## src/cfs_pkg.sv

```systemverilog
`timescale 1ns / 1ps
// Package of the CSV field splitter: word types, command format, codes and helpers.
// Depends on nothing; imported by every module of the block.
package cfs_pkg;

  localparam int SPACE_DEPTH = 32;
  localparam int SPACE_CNT_W = $clog2(SPACE_DEPTH + 1);
  localparam int SPACE_IDX_W = (SPACE_DEPTH > 1) ? $clog2(SPACE_DEPTH) : 1;

  localparam int CMDQ_DEPTH = 4;
  localparam int CMDQ_PTR_W = $clog2(CMDQ_DEPTH);
  localparam int CMDQ_CNT_W = $clog2(CMDQ_DEPTH + 1);

  localparam logic [7:0] QUOTE_CH = 8'h22;
  localparam logic [7:0] COMMA_CH = 8'h2C;

  localparam logic [1:0] KIND_BYTE      = 2'd0;
  localparam logic [1:0] KIND_FIELD_END = 2'd1;
  localparam logic [1:0] KIND_LINE_END  = 2'd2;

  localparam logic MODE_BYTE = 1'b0;
  localparam logic MODE_EOL  = 1'b1;

  typedef struct packed {
    logic       mode;
    logic [7:0] char_in;
  } cfs_in_t;

  typedef struct packed {
    logic [1:0] kind;
    logic [7:0] char_out;
    logic       was_quoted;
    logic       space_overflow;
    logic       last;
  } cfs_out_t;

  typedef enum logic [1:0] {
    OP_EMIT,
    OP_STORE,
    OP_RELEASE,
    OP_END
  } cfs_op_t;

  // One command from the front to the back. count holds the store index for
  // OP_STORE and the number of buffered spaces for OP_RELEASE.
  typedef struct packed {
    cfs_op_t                op;
    logic [7:0]             ch;
    logic [1:0]             kind;
    logic                   quoted;
    logic                   ovf;
    logic [SPACE_CNT_W-1:0] count;
  } cfs_cmd_t;

  typedef enum logic [1:0] {
    BK_IDLE,
    BK_DRAIN,
    BK_TAIL
  } cfs_bk_state_t;

  function automatic logic is_ws(input logic [7:0] c);
    return (c == 8'h20) || ((c >= 8'h09) && (c <= 8'h0D));
  endfunction

endpackage

```

## src/cfs_front.sv

```systemverilog
`timescale 1ns / 1ps
// Front part of the CSV field splitter: field state machine that turns each word
// into at most one command for the back part. Depends on cfs_pkg.
module cfs_front (
  input  logic             clk,
  input  logic             rst_n,
  input  logic             in_accept,
  input  cfs_pkg::cfs_in_t in_item,
  output logic             cmd_push,
  output cfs_pkg::cfs_cmd_t cmd_data
);
  import cfs_pkg::*;

  logic                   in_quotes_r, in_quotes_nxt;
  logic                   field_quoted_r, field_quoted_nxt;
  logic                   after_close_r, after_close_nxt;
  logic                   quote_pending_r, quote_pending_nxt;
  logic                   seen_text_r, seen_text_nxt;
  logic [SPACE_CNT_W-1:0] space_count_r, space_count_nxt;
  logic                   overflow_r, overflow_nxt;

  always_comb begin
    logic       done;
    logic       emit;
    logic [7:0] c;
    done = 1'b0;
    emit = 1'b0;
    c    = in_item.char_in;

    in_quotes_nxt     = in_quotes_r;
    field_quoted_nxt  = field_quoted_r;
    after_close_nxt   = after_close_r;
    quote_pending_nxt = 1'b0;
    seen_text_nxt     = seen_text_r;
    space_count_nxt   = space_count_r;
    overflow_nxt      = overflow_r;

    cmd_data = '{op: OP_EMIT, ch: c, kind: KIND_BYTE, quoted: 1'b0, ovf: 1'b0,
                 count: '0};

    // Resolve a quote seen inside quotes: doubled quote or closing quote.
    if (quote_pending_r) begin
      if (in_item.mode == MODE_BYTE && c == QUOTE_CH) begin
        emit = 1'b1;
        done = 1'b1;
      end else begin
        in_quotes_nxt   = 1'b0;
        after_close_nxt = 1'b1;
      end
    end

    if (!done) begin
      if (in_item.mode == MODE_EOL || (!in_quotes_nxt && c == COMMA_CH)) begin
        emit = 1'b1;
        cmd_data.op     = OP_END;
        cmd_data.ch     = '0;
        cmd_data.kind   = (in_item.mode == MODE_EOL) ? KIND_LINE_END : KIND_FIELD_END;
        cmd_data.quoted = field_quoted_nxt;
        cmd_data.ovf    = field_quoted_nxt ? 1'b0 : overflow_nxt;
        // Clear all field state.
        in_quotes_nxt     = 1'b0;
        field_quoted_nxt  = 1'b0;
        after_close_nxt   = 1'b0;
        quote_pending_nxt = 1'b0;
        seen_text_nxt     = 1'b0;
        space_count_nxt   = '0;
        overflow_nxt      = 1'b0;
      end else if (in_quotes_nxt) begin
        if (c == QUOTE_CH) quote_pending_nxt = 1'b1;
        else               emit = 1'b1;
      end else if (field_quoted_nxt) begin
        if (c == QUOTE_CH) begin
          emit = 1'b1;
        end else if (!(is_ws(c) && after_close_nxt)) begin
          after_close_nxt = 1'b0;
          emit = 1'b1;
        end
      end else if (c == QUOTE_CH && !seen_text_nxt) begin
        // Opening quote: leading whitespace is already dropped.
        space_count_nxt  = '0;
        field_quoted_nxt = 1'b1;
        in_quotes_nxt    = 1'b1;
        after_close_nxt  = 1'b0;
      end else if (is_ws(c)) begin
        if (seen_text_nxt) begin
          if (space_count_nxt < SPACE_CNT_W'(SPACE_DEPTH)) begin
            emit = 1'b1;
            cmd_data.op    = OP_STORE;
            cmd_data.count = space_count_nxt;
            space_count_nxt = space_count_nxt + 1'b1;
          end else begin
            overflow_nxt = 1'b1;
          end
        end
      end else begin
        emit = 1'b1;
        cmd_data.op    = OP_RELEASE;
        cmd_data.count = space_count_nxt;
        space_count_nxt = '0;
        seen_text_nxt   = 1'b1;
      end
    end

    cmd_push = in_accept && emit;
  end

  always_ff @(posedge clk) begin
    if (!rst_n) begin
      in_quotes_r     <= 1'b0;
      field_quoted_r  <= 1'b0;
      after_close_r   <= 1'b0;
      quote_pending_r <= 1'b0;
      seen_text_r     <= 1'b0;
      space_count_r   <= '0;
      overflow_r      <= 1'b0;
    end else if (in_accept) begin
      in_quotes_r     <= in_quotes_nxt;
      field_quoted_r  <= field_quoted_nxt;
      after_close_r   <= after_close_nxt;
      quote_pending_r <= quote_pending_nxt;
      seen_text_r     <= seen_text_nxt;
      space_count_r   <= space_count_nxt;
      overflow_r      <= overflow_nxt;
    end
  end

endmodule

```

## src/cfs_cmd_fifo.sv

```systemverilog
`timescale 1ns / 1ps
// Short command queue between the front and back parts of the CSV field splitter.
// Depends on cfs_pkg.
module cfs_cmd_fifo (
  input  logic              clk,
  input  logic              rst_n,
  input  logic              push,
  input  cfs_pkg::cfs_cmd_t push_data,
  output logic              full,
  input  logic              pop,
  output cfs_pkg::cfs_cmd_t pop_data,
  output logic              empty
);
  import cfs_pkg::*;

  cfs_cmd_t              slot_r [CMDQ_DEPTH];
  logic [CMDQ_PTR_W-1:0] wr_ptr_r, wr_ptr_nxt;
  logic [CMDQ_PTR_W-1:0] rd_ptr_r, rd_ptr_nxt;
  logic [CMDQ_CNT_W-1:0] count_r, count_nxt;

  assign full     = (count_r == CMDQ_CNT_W'(CMDQ_DEPTH));
  assign empty    = (count_r == '0);
  assign pop_data = slot_r[rd_ptr_r];

  always_comb begin
    wr_ptr_nxt = wr_ptr_r;
    rd_ptr_nxt = rd_ptr_r;
    count_nxt  = count_r;
    if (push) begin
      wr_ptr_nxt = (wr_ptr_r == CMDQ_PTR_W'(CMDQ_DEPTH - 1)) ? '0 : wr_ptr_r + 1'b1;
    end
    if (pop) begin
      rd_ptr_nxt = (rd_ptr_r == CMDQ_PTR_W'(CMDQ_DEPTH - 1)) ? '0 : rd_ptr_r + 1'b1;
    end
    if (push && !pop)      count_nxt = count_r + 1'b1;
    else if (pop && !push) count_nxt = count_r - 1'b1;
  end

  always_ff @(posedge clk) begin
    if (!rst_n) begin
      wr_ptr_r <= '0;
      rd_ptr_r <= '0;
      count_r  <= '0;
    end else begin
      wr_ptr_r <= wr_ptr_nxt;
      rd_ptr_r <= rd_ptr_nxt;
      count_r  <= count_nxt;
    end
  end

  always_ff @(posedge clk) begin
    if (push) slot_r[wr_ptr_r] <= push_data;
  end

endmodule

```

## src/cfs_back.sv

```systemverilog
`timescale 1ns / 1ps
// Back part of the CSV field splitter: executes commands, owns the whitespace
// buffer and the output register. Depends on cfs_pkg.
module cfs_back (
  input  logic              clk,
  input  logic              rst_n,
  input  cfs_pkg::cfs_cmd_t cmd,
  input  logic              cmd_empty,
  output logic              cmd_pop,
  input  logic              out_take,
  output logic              out_empty,
  output cfs_pkg::cfs_out_t out_item
);
  import cfs_pkg::*;

  cfs_bk_state_t          state_r, state_nxt;
  logic [SPACE_CNT_W-1:0] rd_idx_r, rd_idx_nxt;
  logic [7:0]             rd_data_r;
  logic [7:0]             space_mem [SPACE_DEPTH];
  logic                   mem_we;
  logic                   out_valid_r, out_valid_nxt;
  cfs_out_t               out_item_r, out_item_nxt;
  logic                   out_ld;
  logic                   can_ld;

  assign can_ld    = !out_valid_r || out_take;
  assign out_empty = !out_valid_r;
  assign out_item  = out_item_r;

  always_comb begin
    state_nxt    = state_r;
    rd_idx_nxt   = rd_idx_r;
    cmd_pop      = 1'b0;
    mem_we       = 1'b0;
    out_ld       = 1'b0;
    out_item_nxt = '{kind: KIND_BYTE, char_out: cmd.ch, was_quoted: 1'b0,
                     space_overflow: 1'b0, last: 1'b1};
    unique case (state_r)
      BK_IDLE: begin
        rd_idx_nxt = '0;
        if (!cmd_empty) begin
          unique case (cmd.op)
            OP_STORE: begin
              mem_we  = 1'b1;
              cmd_pop = 1'b1;
            end
            OP_EMIT: begin
              if (can_ld) begin
                out_ld  = 1'b1;
                cmd_pop = 1'b1;
              end
            end
            OP_END: begin
              out_item_nxt = '{kind: cmd.kind, char_out: 8'h00, was_quoted: cmd.quoted,
                               space_overflow: cmd.ovf, last: 1'b1};
              if (can_ld) begin
                out_ld  = 1'b1;
                cmd_pop = 1'b1;
              end
            end
            OP_RELEASE: begin
              if (cmd.count == '0) begin
                if (can_ld) begin
                  out_ld  = 1'b1;
                  cmd_pop = 1'b1;
                end
              end else begin
                state_nxt = BK_DRAIN;
              end
            end
            default: ;
          endcase
        end
      end
      BK_DRAIN: begin
        // Emit buffered spaces in order; hold the command at the queue head.
        out_item_nxt.char_out = rd_data_r;
        out_item_nxt.last     = 1'b0;
        if (can_ld) begin
          out_ld     = 1'b1;
          rd_idx_nxt = rd_idx_r + 1'b1;
          if (rd_idx_nxt == cmd.count) state_nxt = BK_TAIL;
        end
      end
      BK_TAIL: begin
        if (can_ld) begin
          out_ld    = 1'b1;
          cmd_pop   = 1'b1;
          state_nxt = BK_IDLE;
        end
      end
      default: state_nxt = BK_IDLE;
    endcase

    if (out_ld)        out_valid_nxt = 1'b1;
    else if (out_take) out_valid_nxt = 1'b0;
    else               out_valid_nxt = out_valid_r;
  end

  always_ff @(posedge clk) begin
    if (!rst_n) begin
      state_r     <= BK_IDLE;
      rd_idx_r    <= '0;
      out_valid_r <= 1'b0;
    end else begin
      state_r     <= state_nxt;
      rd_idx_r    <= rd_idx_nxt;
      out_valid_r <= out_valid_nxt;
    end
  end

  always_ff @(posedge clk) begin
    if (out_ld) out_item_r <= out_item_nxt;
  end

  always_ff @(posedge clk) begin
    if (mem_we) space_mem[cmd.count[SPACE_IDX_W-1:0]] <= cmd.ch;
    rd_data_r <= space_mem[rd_idx_nxt[SPACE_IDX_W-1:0]];
  end

endmodule

```

## src/csv_field_splitter.sv

```systemverilog
`timescale 1ns / 1ps
// Top level of the CSV field splitter: front classifier, command queue, back executor.
// Depends on cfs_pkg, cfs_front, cfs_cmd_fifo and cfs_back.
//
// Usage:
//   Input side is a queue write port: drive in_item and raise in_push; the word is
//   taken at a rising edge with in_push high and in_full low. A word is one line
//   byte (mode 0) or an end-of-line marker (mode 1).
//   Result side is a queue read port: while out_empty is low, out_item holds the
//   oldest result; raise out_pop to take it. Results are field bytes, field ends
//   and a line end; last marks the final result caused by an input word.
// Result path: the first result of a word is held in the command queue, then in
//   the output register; a word that releases buffered spaces first waits while
//   the back starts the read of the space buffer.
// Throughput: the front takes one word per cycle while the four-entry command
//   queue has room. The back executes commands in order; a byte that releases
//   buffered interior spaces holds the back while it starts the read of the
//   32-entry space buffer, emits the buffered spaces in order, then the byte.
// Stall: when out_pop stays low, the result holds, the back stops, the queue
//   fills and in_full rises; nothing is lost or repeated.
// Reset: rst_n low at a clock edge clears field state, queue and output register;
//   the space buffer keeps stale data, which is never read before it is written.
module csv_field_splitter (
  input  logic              clk,
  input  logic              rst_n,
  input  logic              in_push,
  output logic              in_full,
  input  cfs_pkg::cfs_in_t  in_item,
  output logic              out_empty,
  input  logic              out_pop,
  output cfs_pkg::cfs_out_t out_item
);
  import cfs_pkg::*;

  logic     in_accept;
  logic     cmd_push;
  cfs_cmd_t cmd_wdata;
  cfs_cmd_t cmd_head;
  logic     cmd_empty;
  logic     cmd_pop;
  logic     out_take;

  // Take a word only when the queue can hold whatever command it makes.
  assign in_accept = in_push && !in_full;
  assign out_take  = out_pop && !out_empty;

  cfs_front u_front (
    .clk       (clk),
    .rst_n     (rst_n),
    .in_accept (in_accept),
    .in_item   (in_item),
    .cmd_push  (cmd_push),
    .cmd_data  (cmd_wdata)
  );

  cfs_cmd_fifo u_cmdq (
    .clk       (clk),
    .rst_n     (rst_n),
    .push      (cmd_push),
    .push_data (cmd_wdata),
    .full      (in_full),
    .pop       (cmd_pop),
    .pop_data  (cmd_head),
    .empty     (cmd_empty)
  );

  cfs_back u_back (
    .clk       (clk),
    .rst_n     (rst_n),
    .cmd       (cmd_head),
    .cmd_empty (cmd_empty),
    .cmd_pop   (cmd_pop),
    .out_take  (out_take),
    .out_empty (out_empty),
    .out_item  (out_item)
  );

endmodule

```

## config.mk

```make
export PLATFORM = sky130hd
export DESIGN_NAME = csv_field_splitter
export DESIGN_NICKNAME = d
export VERILOG_FILES = /design/src/cfs_pkg.sv /design/src/cfs_front.sv /design/src/cfs_cmd_fifo.sv /design/src/cfs_back.sv /design/src/csv_field_splitter.sv
export SDC_FILE = /design/constraint.sdc
export NUM_CORES = 1
export LEC_CHECK = 0
export BUFFER_PORTS_ARGS = -buffer_cell sky130_fd_sc_hd__buf_4
export CAP_MARGIN = 20
export CORE_UTILIZATION = 50
export DETAILED_ROUTE_END_ITERATION = 16
export GPL_ROUTABILITY_DRIVEN = 1
export PLACE_DENSITY = 0.68
export RECOVER_POWER = 100
export REMOVE_ABC_BUFFERS = 1
export SKIP_LAST_GASP = 1
export SLEW_MARGIN = 30
export SYNTH_ARGS = -nofsm -noshare
export SYNTH_HDL_FRONTEND = slang
export SYNTH_SLANG_ARGS = --single-unit
```

## constraint.sdc

```tcl
create_clock -name clk -period 8.55 [get_ports clk]
set_input_delay 0.4275 -clock clk [delete_from_list [all_inputs] [get_ports clk]]
set_output_delay 0.4275 -clock clk [all_outputs]
set_load 0.005 [all_outputs]
```

==> flow_summary_export.csv, run 1 <==
group,metric,value,unit
outcome,outcome,"finished with violations",
outcome,violations,"max-capacitance violations, max-slew violations",
layout,nFillCells,2486,
global_routing,grt_antenna_before_repair,0,
global_routing,grt_pass1_wl,50800,µm
timing,min_period_over_period,55.63,%
flow_run,maxCapViolCount,3,
route,drtIter0Drc,761,
timing,fin_crit,4.756,ns
timing,clock_skew,0.01740,ns
worst_setup_path,crit_fanout,48,
timing,rsz0062_at_grt,"no",
logic_synthesis,synth-edff-count,349,
route,drt-wirelength-per-cell,22.50,µm
route,viasPerCell,5.833,
floorplanning,boundaryPins,28,
global_routing,grt_max_degree,67,
worst_setup_path,crit_type,"flip-flop to flip-flop",
logic_synthesis,yosys_warnings,0,
worst_setup_path,crit_buf_inv,3,
floorplanning,die-area,0.03274,mm²
route,drtPass1Iterations,5,
floorplanning,rows,65,
layout,drive_gt1_share,11.44,%
clocking,cts_sinks,387,
worst_setup_path,crit_path_start_kind,"flip-flop",
logic_synthesis,synth_ff_type,"edfxtp_1",
clocking,hold_buffers,0,
route,drc_errors,0,
layout,mostFrequentLayoutCells,"349 x edfxtp_1, 163 x mux2i_1, 53 x nor2_1",
route,antenna_left,0,
layout,fin_util,56.42,%
timing,final_max_slew_viol_count,76,
floorplanning,start_util,50.74,%
min_path,hp-class,"input pin to flip-flop",
worst_setup_path,max_stage_delay,0.93,ns
global_routing,gr-total-overflow,0,
floorplanning,die_w,181.0,µm
clocking,cts-root-buf,"clkbuf_16",
pwr,irDropWorstVdd,186.1,µV
worst_setup_path,path_common_cell,"a22oi_1",
timing,hold-worst-slack,0.2806,ns
logic_synthesis,syn_avg_cell_area,16.00,µm²
logic_synthesis,synth-seq-cells,387,
route,met3_length,1568,µm
clocking,clkLatencyLatePin,0.53,ns
clocking,cts_buffers,40,
timing,setup_viol,0,
clocking,cts_resized,0,
placement,place_congestion,0.8266,
floorplanning,fp.dieH,181.0,µm
route,vias,8563,
floorplanning,core,0.03156,mm²
route,routed-wl-met2,15560,µm
logic_synthesis,synth_cell_types,64,
worst_setup_path,crit_chain,"inv_1 -> ha_1 -> clkbuf_1 -> nor2_1 -> a22oi_1 -> buf_4 -> mux2i_1 -> a22oi_1 -> a21oi_1 -> nor4_1",
clocking,postCtsSetupRepairBufs,0,
placement,hpwl,20440,µm
logic_synthesis,async_flop_share,0,%
clocking,ctsHtreeMaxLevel,2,
clocking,cts_tree,"built",
layout,antenna_cells,0,
layout,syn_to_final_growth,11.20,%
route,wl_met1,14760,µm
worst_setup_path,critPathRequiredTime,8.98,ns
clocking,path_clk_slew,0.06,ns
layout,final_common_cell,"edfxtp_1",
global_routing,grt_pass1_vias,8504,
route,top_layer,"met4",
layout,final_nets,1065,
clocking,cts.path.max_buffers,3,
logic_synthesis,synth_area,0.01601,mm²
timing,relSlewSlack,-41.05,%
worst_setup_path,cp-end-kind,"flip-flop",
logic_synthesis,netlist_instances,1001,
timing,max_freq,0.2102,GHz
logic_synthesis,ys_seq_area_share,70.20,%
worst_setup_path,critPathTopFamily,"buffers and inverters",
worst_setup_path,critPathArrivalTime,5.18,ns
layout,final_cells,1468,
route,finalWirelength,33020,µm
timing,worstMarginPinSlew,2.111,ns
worst_setup_path,crit_slowest_cell,"a22oi_1",
global_routing,grt_use_total,20.44,%
placement,portBuffers,27,
pwr,power.density,282.4,mW/mm²
pwr,p_leak,6.442,nW
placement,dp.cells,1394,
timing,hold_viol,0,
## final timing paths
path	from	endpoint	slack [ns]	depth (start not counted)
worst max-delay path	u_back.state_r[1]$_SDFFE_PN0P_	u_back.rd_data_r[5]$_DFF_P_	3.79	10
worst min-delay path	in_push	u_front.quote_pending_r$_SDFFE_PN0P_	0.28	4
worst max register to register	u_back.state_r[1]$_SDFFE_PN0P_	u_back.rd_data_r[5]$_DFF_P_	3.79	10
worst min register to register	u_front.overflow_r$_SDFFE_PN0P_	u_front.overflow_r$_SDFFE_PN0P_	0.47	2
## cell type report
type | count | area, µm² | share of cell area, %
clock buffer | 61 | 1141 | 6.409
clock inverter | 12 | 98.84 | 0.5552
inverter | 16 | 60.06 | 0.3373
multi-input combinational | 554 | 4504 | 25.30
sequential | 387 | 11240 | 63.14
tap | 402 | 503.0 | 2.825
timing repair buffer | 36 | 255.2 | 1.434
## per-stage QoR
step           setup WS (ns)  setup TNS [ns]  power [mW]  area, µm²
2_1_floorplan         -2.861          -24.80       3.295      15800
3_3_place_gp           4.442               0       3.424      16580
3_5_place_dp           4.803               0       3.448      16620
4_1_cts                4.793               0       5.079      17860
5_1_grt                3.492               0       5.226      17800
6_report               3.794               0       5.028      17800
## per-layer routing
layer  vias up  GRT usage, %
met2       224         32.86
met3        61         2.802
met4         0         7.898
met1      4300         28.45
met5         -             0
li1       3978             -
## registers in the layout, summed over array words and instances (netlist names), 2 cells and up, named ones only
| register | count |
|---|---|
| u_back.state_r | 2 |
| u_back.out_item | 13 |
| u_cmdq.wr_ptr_r | 2 |
| u_front.space_count_r | 6 |
| u_back.rd_idx_r | 6 |
| u_back.space_mem | 256 |
| u_cmdq.count_r | 3 |
| u_cmdq.slot_r | 80 |
| u_cmdq.rd_ptr_r | 2 |
| u_back.rd_data_r | 8 |
## where the power goes
| part | internal, mW | total [mW] | switching, mW |
|---|---|---|---|
| registers | 2.32 | 2.37 | 0.0456 |
| clock network | 0.955 | 1.64 | 0.686 |
| logic | 0.379 | 1.02 | 0.639 |
| total | 3.66 | 5.03 | 1.37 |
## tightest hold or removal path, delay by kind of cell
family | cells | cell delay, ns
AND/OR/NAND/NOR | 2 | 0.17
buffers and inverters | 1 | 0.08
AO/OA/AOI/OAI | 1 | 0.07
## synth_stat cells, types with 6 or more instances
| cell | instances | area, µm² |
|---|---|---|
| and2_1 | 16 | 100.1 |
| nor2b_1 | 15 | 93.84 |
| o21a_1 | 6 | 45.04 |
| nand3_1 | 14 | 70.07 |
| xnor2_1 | 9 | 78.83 |
| nor2_1 | 53 | 198.9 |
| inv_1 | 16 | 60.06 |
| a22oi_1 | 35 | 262.8 |
| a31oi_1 | 6 | 37.54 |
| a21oi_1 | 29 | 145.1 |
| a22o_1 | 9 | 78.83 |
| nor3_1 | 8 | 40.04 |
| edfxtp_1 | 349 | 10480 |
| buf_4 | 8 | 60.06 |
| mux4_2 | 20 | 450.4 |
| ha_1 | 16 | 200.2 |
| o21ai_0 | 12 | 60.06 |
| clkbuf_1 | 20 | 75.07 |
| o22ai_1 | 17 | 106.4 |
| and3_1 | 17 | 106.4 |
| nor4_1 | 8 | 50.05 |
| buf_2 | 15 | 75.07 |
| mux2i_1 | 163 | 1632 |
| nand2_1 | 31 | 116.4 |
| nand2b_1 | 6 | 37.54 |
| dfxtp_1 | 38 | 760.7 |
## logic make-up after synthesis
kind of cell | after synthesis | synth area share (%)
adder cells (fa/ha/maj) | 17 | 1.375
AO/OA/AOI/OAI | 141 | 5.986
multiplexers | 185 | 13.14
XOR/XNOR | 15 | 1.000
flip-flops | 387 | 70.20
AND/OR/NAND/NOR | 196 | 6.580
buffers and inverters | 60 | 1.711
(Power assumes the default switching activity.)
==> run 2: changes to the inputs <==
==> constraint.sdc (replaced) <==
create_clock -name clk -period 4.8 [get_ports clk]
set_input_delay 0.24 -clock clk [delete_from_list [all_inputs] [get_ports clk]]
set_output_delay 0.24 -clock clk [all_outputs]
set_load 0.005 [all_outputs]
==> flow_summary_export.csv, run 2 (synthesized netlist as in run 1, its figures left out) <==
group,metric,value,unit
route,viasPerCell,5.843,
route,drtIter0Drc,769,
worst_setup_path,critPathArrivalTime,4.42,ns
outcome,outcome,"finished with violations",
layout,ff_latch_area,0.01124,mm²
floorplanning,die_w,181.0,µm
layout,final_nets,1071,
pwr,irDropWorstVdd,301.1,µV
timing,rsz0062_at_grt,"no",
route,routed-wl-met2,15740,µm
layout,postLayoutCellArea,0.01780,mm²
layout,largest_reg_flops,256,
clocking,cts_resized,0,
placement,dp.cells,1402,
floorplanning,rows,65,
clocking,ctsHtreeMaxLevel,2,
route,wl_met1,14370,µm
layout,drive_gt1_share,11.55,%
global_routing,grt_use_total,20.45,%
timing,final_max_slew_viol_count,21,
global_routing,grt_max_degree,34,
clocking,cts.path.max_buffers,3,
route,met3_length,1587,µm
worst_setup_path,crit_fanout,25,
floorplanning,fp.dieH,181.0,µm
worst_setup_path,crit_type,"flip-flop to flip-flop",
clocking,cts_buffers,39,
clocking,hold_buffers,0,
global_routing,grt_pass1_vias,8539,
floorplanning,die-area,0.03274,mm²
layout,mostFrequentLayoutCells,"349 x edfxtp_1, 163 x mux2i_1, 53 x nor2_1",
timing,min_period_over_period,83.46,%
clocking,cts-root-buf,"clkbuf_16",
route,antenna_left,0,
clocking,clkLatencyLatePin,0.53,ns
route,drtPass1Iterations,5,
timing,fin_setup_tns,0,ns
route,top_layer,"met4",
route,drt-wirelength-per-cell,22.19,µm
clocking,cts_tree,"built",
floorplanning,boundaryPins,28,
placement,dpl-instance-area,0.01670,mm²
layout,syn_to_final_growth,11.16,%
layout,nFillCells,2424,
route,drc_errors,0,
floorplanning,core,0.03156,mm²
route,vias,8571,
clocking,cts_sinks,387,
layout,multi_input_area,0.004497,mm²
layout,final_cells,1467,
timing,relSlewSlack,-2.432,%
clocking,path_clk_slew,0.06,ns
timing,fin_crit,4.006,ns
pwr,p_leak,6.455,nW
global_routing,grt_antenna_before_repair,0,
timing,hold_viol,0,
clocking,postCtsSetupRepairBufs,0,
placement,place_congestion,0.8678,
worst_setup_path,crit_path_start_kind,"flip-flop",
timing,worstMarginPinSlew,1.536,ns
placement,hpwl,20300,µm
worst_setup_path,critPathRequiredTime,5.21,ns
flow_run,maxCapViolCount,1,
outcome,violations,"max-capacitance violations, max-slew violations",
worst_setup_path,cp-end-kind,"flip-flop",
route,finalWirelength,32550,µm
min_path,hp-class,"input pin to flip-flop",
global_routing,gr-total-overflow,0,
pwr,power.density,501.0,mW/mm²
floorplanning,start_util,50.74,%
global_routing,grt_pass1_wl,50980,µm
timing,hold-worst-slack,0.1026,ns
timing,clock_skew,0.02615,ns
timing,setup_viol,0,
timing,max_freq,0.2496,GHz
placement,portBuffers,27,
layout,antenna_cells,0,
layout,final_common_cell,"edfxtp_1",
## run 2: changes by cell type in the layout (fill, tap and decap cells not counted), moves of 2 or more
cell,before,now
a31oi_1,4,6
clkbuf_8,4,2
a31oi_2,2,0
clkbuf_16,41,39
buf_6,2,0
a21oi_1,27,29
clkinv_1,3,7
clkbuf_1,22,13
buf_4,14,20
a21oi_2,3,1
buf_12,0,3
## run 2: metal layers
metal	up-vias	track usage, %
met1	4274	28.34
met3	57	2.701
met5	-	0
met4	0	6.339
li1	3997	-
met2	243	33.79
## run 2: worst paths after layout
check	from	to	slack [ns]	cells after the start
worst max register to register	u_back.state_r[1]$_SDFFE_PN0P_	u_back.rd_data_r[4]$_DFF_P_	0.79	9
worst min register to register	u_front.overflow_r$_SDFFE_PN0P_	u_front.overflow_r$_SDFFE_PN0P_	0.48	2
worst min-delay path	in_push	u_front.quote_pending_r$_SDFFE_PN0P_	0.10	4
worst max-delay path	u_back.state_r[1]$_SDFFE_PN0P_	u_back.rd_data_r[4]$_DFF_P_	0.79	9
## run 2: where the power goes
part,internal (mW),switching [mW],total (mW)
clock,1.62,1.18,2.80
combinational,0.701,1.21,1.91
sequential,4.14,0.0691,4.21
## run 2: area by class of cell
class / instances / share of cell area, %
Inverter: 16 / 0.3374
Timing Repair Buffer: 43 / 1.884
Clock buffer: 48 / 5.786
Tap cell: 402 / 2.826
Sequential cell: 387 / 63.16
Clock inverter: 17 / 0.7452
Multi-Input combinational cell: 554 / 25.27
## run 2: worst max-delay path, cell delays in order (launching register included)
cell and delay (ns):
dfxtp_1 0.37, inv_1 0.08, ha_1 0.20, clkbuf_1 0.48, a22oi_2 0.93, clkbuf_2 0.79, mux2i_1 0.18, a22oi_1 0.26
a21oi_1 0.19, nor4_1 0.41
## run 2: per-stage QoR
step / total power [mW] / util [%] / setup WS [ns]
3_3_place_gp: 6.192 / 52.85 / 1.397
4_1_cts: 9.029 / 56.61 / 1.265
2_1_floorplan: 5.692 / - / -6.611
6_report: 8.917 / 56.40 / 0.7940
3_5_place_dp: 6.243 / 52.92 / 1.295
5_1_grt: 9.270 / 56.40 / 0.5197
